**src/rtl/core/fbpa_pkg.sv**
```systemverilog
// fbpa_pkg: shared types and constants for the fixed block pool allocator.
// No dependencies; used by the controller, the datapath and the top level.
`timescale 1ns / 1ps

package fbpa_pkg;

  localparam int BLOCKS       = 1024;
  localparam int IDX_W        = 10;
  localparam int CNT_W        = 11;
  localparam int PAGE_W       = 17;
  localparam int STRIDE_W     = 18;
  localparam int ADDR_W       = 32;
  localparam int PROD_W       = IDX_W + STRIDE_W;
  localparam int PREFIX_BYTES = 8;
  localparam int MIN_PAGE     = 8;

  localparam logic [1:0] CMD_ALLOC  = 2'd0;
  localparam logic [1:0] CMD_FREE   = 2'd1;
  localparam logic [1:0] CMD_REINIT = 2'd2;

  localparam logic [1:0] REG_BASE  = 2'd0;
  localparam logic [1:0] REG_PAGE  = 2'd1;
  localparam logic [1:0] REG_COUNT = 2'd2;

  // controller to datapath
  typedef struct packed {
    logic load;
    logic read;
    logic sweep;
    logic sweep_links;
    logic commit;
  } ctrl_cmd_t;

  // datapath to controller
  typedef struct packed {
    logic [1:0] cmd;
    logic       page_ok;
    logic       sweep_last;
    logic       slot_free;
  } dp_status_t;

endpackage

```
**src/rtl/core/fbpa_ctrl.sv**
```systemverilog
// fbpa_ctrl: sequencer for the block pool allocator.
// Depends on fbpa_pkg for the command and status structs.
`timescale 1ns / 1ps

module fbpa_ctrl (
  input  logic                   clk,
  input  logic                   rst,
  input  logic                   req_valid,
  output logic                   req_ready,
  input  fbpa_pkg::dp_status_t   status,
  output fbpa_pkg::ctrl_cmd_t    cmd
);

  typedef enum logic [2:0] {
    ST_CLEAR,
    ST_IDLE,
    ST_EXEC,
    ST_SWEEP,
    ST_FINISH
  } state_t;

  state_t state;
  state_t state_next;

  always_ff @(posedge clk) begin
    if (rst) begin
      state <= ST_CLEAR;
    end else begin
      state <= state_next;
    end
  end

  always_comb begin
    state_next = state;
    req_ready  = 1'b0;
    cmd        = '0;
    case (state)
      ST_CLEAR: begin
        cmd.sweep = 1'b1;
        if (status.sweep_last) begin
          state_next = ST_IDLE;
        end
      end
      ST_IDLE: begin
        req_ready = 1'b1;
        if (req_valid) begin
          cmd.load   = 1'b1;
          state_next = ST_EXEC;
        end
      end
      ST_EXEC: begin
        cmd.read = 1'b1;
        if (status.cmd == fbpa_pkg::CMD_REINIT && status.page_ok) begin
          state_next = ST_SWEEP;
        end else begin
          state_next = ST_FINISH;
        end
      end
      ST_SWEEP: begin
        cmd.sweep       = 1'b1;
        cmd.sweep_links = 1'b1;
        if (status.sweep_last) begin
          state_next = ST_FINISH;
        end
      end
      ST_FINISH: begin
        // hold until the result register can take the result
        if (status.slot_free) begin
          cmd.commit = 1'b1;
          req_ready  = 1'b1;
          if (req_valid) begin
            cmd.load   = 1'b1;
            state_next = ST_EXEC;
          end else begin
            state_next = ST_IDLE;
          end
        end
      end
      default: begin
        state_next = ST_IDLE;
      end
    endcase
  end

endmodule

```
**config.mk**
```make
export PLATFORM = sky130hd
export DESIGN_NAME = fbpa_ctrl
export DESIGN_NICKNAME = d
export VERILOG_FILES = /design/src/rtl/core/fbpa_pkg.sv /design/src/rtl/core/fbpa_ctrl.sv
export SDC_FILE = /design/constraint.sdc
export NUM_CORES = 1
export LEC_CHECK = 0
export BUFFER_PORTS_ARGS = -buffer_cell sky130_fd_sc_hd__buf_4
export CAP_MARGIN = 10
export CELL_PAD_IN_SITES_DETAIL_PLACEMENT = 0
export CELL_PAD_IN_SITES_GLOBAL_PLACEMENT = 1
export CORE_AREA = 5 5 42 44
export DETAILED_ROUTE_END_ITERATION = 6
export DIE_AREA = 0 0 47 49
export PLACE_DENSITY_LB_ADDON = 0.3
export SKIP_LAST_GASP = 1
export SLEW_MARGIN = 20
export SYNTH_ARGS = -nofsm -noshare
export SYNTH_HDL_FRONTEND = slang
export SYNTH_SLANG_ARGS = --single-unit
```
**constraint.sdc**
```tcl
create_clock -name clk -period 1.1 [get_ports clk]
set_clock_uncertainty 0.1 [all_clocks]
set_input_delay 0 -clock clk [delete_from_list [all_inputs] [get_ports clk]]
set_output_delay 0 -clock clk [all_outputs]
set_load 0.05 [all_outputs]
```
==> results.md <==
- The number of antenna cells inserted is 0.
- The congestion estimate from routability-driven global placement came to between 0.7 and 0.8.
- Setup repair after global routing could not meet its margin everywhere.
- The part of the total power dissipated in the clock network is between 30% and 40%.
- Buffers inserted during clock tree synthesis total 3.
- Adding up every negative setup slack in the final design gives -1232 ps.
- The static leakage power is 0.2959 nW.
- The largest registers in the layout are state (3).
- From left edge to right edge, the die measures 47 µm.
- Setup violations remaining at the end of the flow were counted as 9.
- The global route total overflow is 0.
- The final count of hold timing violations came to 0.
- The count of synthesis-stage warnings from yosys is 0.
- The clock tree from TritonCTS is done.
- The number of nets produced by synthesis is 45.
- STA classifies the critical path endpoint as an output pin.
- Counting I/O delays and the setup requirement, the final critical path takes between 1000 and 1500 ps.
- The sort of element at the start of the critical path is a flip-flop.
- After layout, the worst setup slack is -250.9 ps.
- The average vias per placed instance is 4.780.
- The H-tree depth is 1.
- The total number of vias is 392.
- After detailed routing, the number of remaining DRC violations is 0.
- The mean routed wirelength per cell is around 12 µm.
- The detailed router finished its first iteration with 3 violations.
- The worst-case IR drop observed on VDD is 0.5503 mV.
- The count of TritonRoute iterations in the first routing pass is 2.
- The max-capacitance violation count is 0.
- The switching fraction of total power is 33.98%.
- The I/O pin count is 14.
- Sequential cells burn 20.0% of the power.
- Relative to the synthesized area, the layout overhead comes to 135.6%.
- Entering global routing, the biggest net connects 9 pins.
- The routed wire length is ~970 µm.
- The checks that failed: negative setup slack.
- The via count of the first global-routing pass is 388.
- The residual antenna-violating net count after detailed routing is 0.
- For the worst setup path, the data required time is 1000 ps.
- The slowest stage of the critical path belongs to the cell sky130_fd_sc_hd__dfxtp_4.
- Of the available clock period, the critical path in the final layout requires 122.8%.
- Walking the worst path, the cells encountered are nand3b_1 > a21oi_4 > and2_4 > buf_8.
- The logic gate share of total power is between 40% and 50%.
- The CTS root buffer is sky130_fd_sc_hd__clkbuf_4.
- The distinct cell type count of the synthesized netlist is 19.
- Broken down by cell family, the worst path's largest delay share belongs to simple AND/OR/NAND/NOR gates.
- The maximum fanout count along the critical path is 6.
- The number of clock sinks seen by CTS is 3.
- Dividing the synthesized area by the synthesized cell count gives between 8 and 9 µm².
- Of the cells placed in the final design, the portion with a size suffix greater than 1 is 74.24%.
- The first global-routing pass estimated roughly 1.5 mm of wire.
- The floorplan has 14 rows.
- The buffer and inverter count on the worst path is 1.
- After filler insertion, the fill cell instance count of the layout stands at 141.
- The register name with the most flops is state.
- The final cell count without fillers is 82.
- The worst pin sits at a relative slew slack of 83.86%.
- The count of input and output buffers is 13.
- The cell count after synthesis came out at 37.
- The minimum hold slack is 40.36 ps.
- The worst hold path belongs to the class in -> reg.
- For this run, the top clock speed supported by timing is around 740 MHz.
- Dividing total power by cell area gives a power density of 886.8 nW/µm².
- Once layout is done, the placed cells without fillers occupy 704.4 µm².
- The area of the die is 2303 µm².
- After synthesis, flip-flops and latches occupy 20.08% of the total area.
- For this run, the slowest stage of the critical path takes 350 ps.
- By startpoint and endpoint, the worst setup path is classified as reg -> out.
- The post-placement worst setup slack is -148.6 ps.
- The placed cell count is 72.
- The power dissipated by switching net loads is 212.3 µW.
- The final-stage net count is 75.
- In the global route stage, overall resource usage came out at between 9 and 10%.
- The core region is 1401 µm².
- The number of synthesized register bits is 3.
- The initial antenna violation count is 0.
- The maximum clock path buffer count is 2.
- At the pin with the least slew margin, the transition time is between 200 and 250 ps.
- The run finished, with violations left.
- The register with the most flip-flops in the layout has 3 of them.
- The internal portion of total power is between 400 and 500 µW.
- The half-perimeter wire length after placement is 719.6 µm.
- The post-place instance area is approximately 510 µm².
- The die is 49 µm tall.
- After clock tree synthesis, the clock-pin slew on the worst setup and hold paths is 40 ps.
- The number of slew-limit violations in the final report is 0.
- For the worst setup path, the data arrival time is 1250 ps.
- The initial utilization of the core area, before any placement, comes to between 20% and 30%.
- The post-synthesis instance area is 299.0 µm².
- The clock latency reported for the late side of the worst-skew pair is 230 ps.
metal layers:
layer / wire [µm] / global-route usage [%] / vias up
met2: 511 / 14.93 / 11
met3: 38 / 1.107 / 5
li1: - / - / 198
met1: 376 / 9.430 / 178
met5: 0 / 0 / -
met4: 43 / 8.295 / 0
repair_timing:
item / CTS / global route
setup buffers: 3 / 2
gates resized for setup: 27 / 3
setup endpoints to repair: 9 / 9
hold buffers: 1 / 0
hold endpoints to repair: 3 / 0
pin swaps: 5 / 3
synthesized netlist by cell type:
cell type	number	area, µm²
sky130_fd_sc_hd__nor2_1	5	18.77
sky130_fd_sc_hd__a21oi_1	3	15.01
sky130_fd_sc_hd__dfxtp_1	3	60.06
sky130_fd_sc_hd__nand2b_1	3	18.77
sky130_fd_sc_hd__a211oi_1	2	15.01
sky130_fd_sc_hd__and2_1	2	12.51
sky130_fd_sc_hd__and4bb_1	2	25.02
sky130_fd_sc_hd__buf_4	2	15.01
sky130_fd_sc_hd__inv_1	2	7.510
sky130_fd_sc_hd__nand3b_1	2	15.01
sky130_fd_sc_hd__nor4b_1	2	17.52
sky130_fd_sc_hd__o311a_1	2	20.02
sky130_fd_sc_hd__a31oi_1	1	6.260
sky130_fd_sc_hd__and2b_4	1	10.01
sky130_fd_sc_hd__buf_6	1	11.26
sky130_fd_sc_hd__nand4bb_1	1	11.26
sky130_fd_sc_hd__o21ai_0	1	5.000
sky130_fd_sc_hd__o22ai_1	1	6.260
sky130_fd_sc_hd__xor2_1	1	8.760
power by group through the flow:
| stage | Combinational (mW) | Clock, mW | Sequential, mW |
|---|---|---|---|
| 6_report | 0.308 | 0.191 | 0.125 |
| 5_1_grt | 0.326 | 0.208 | 0.127 |
| 4_1_cts | 0.289 | 0.203 | 0.124 |
| 3_5_place_dp | 0.230 | 0 | 0.129 |
| 3_3_place_gp | 0.230 | 0 | 0.130 |
| 2_1_floorplan | 0.158 | 0 | 0.124 |
cell type report:
cell class | count | area (µm²) | area share (%)
inverter | 2 | 7.507 | 1.066
timing repair buffer | 28 | 269.0 | 38.19
tap | 16 | 20.02 | 2.842
sequential | 3 | 68.82 | 9.769
multi-input combinational | 29 | 312.8 | 44.40
clock buffer | 4 | 26.28 | 3.730
cells in the final DEF (no fill, tap or decap), drive strengths merged:
cell          n
inv           2
nor2          5
nand3b        2
xor2          1
nor4b         2
buf          27
and4bb        2
and2          2
nand4bb       1
o311a         2
and2b         1
a21oi         3
a31oi         1
nand2b        3
o21ai         1
clkbuf        4
o22ai         1
dfxtp         3
a211oi        2
dlygate4sd3   1
metrics by stage:
stage | power (mW) | utilization, %
6_report | 0.6247 | 50.27
5_1_grt | 0.6608 | 50.27
4_1_cts | 0.6159 | 47.23
3_5_place_dp | 0.3596 | 36.16
3_3_place_gp | 0.3598 | 36.16
2_1_floorplan | 0.2818 | -
worst register-to-register path, stage by stage (launching register included):
cell	delay, ps
sky130_fd_sc_hd__dfxtp_4	370
sky130_fd_sc_hd__buf_4	120
sky130_fd_sc_hd__and4bb_1	220
sky130_fd_sc_hd__a211oi_2	60
sky130_fd_sc_hd__o311a_1	280
path summary, 6_finish.rpt:
check | to | startpoint | slack, ps | depth (start not counted)
hold / removal | state[0]$_SDFFE_PP0P_ | status[1] | 40 | 4
setup / recovery | cmd[4] | state[0]$_SDFFE_PP0P_ | -250 | 4
hold reg to reg | state[2]$_SDFFE_PP0P_ | state[1]$_SDFFE_PP0P_ | 630 | 3
setup reg to reg | state[0]$_SDFFE_PP0P_ | state[0]$_SDFFE_PP0P_ | -160 | 4
cells by family (layout without fill, tap and decap cells):
| kind of cell | after synthesis | count (layout) | synth area share [%] |
|---|---|---|---|
| AO/OA/AOI/OAI | 10 | 10 | 22.59 |
| buffers and inverters | 5 | 34 | 11.30 |
| flip-flops | 3 | 3 | 20.08 |
| XOR/XNOR | 1 | 1 | 2.929 |
| AND/OR/NAND/NOR | 18 | 18 | 43.10 |
Power figures use the tool's default switching activity.
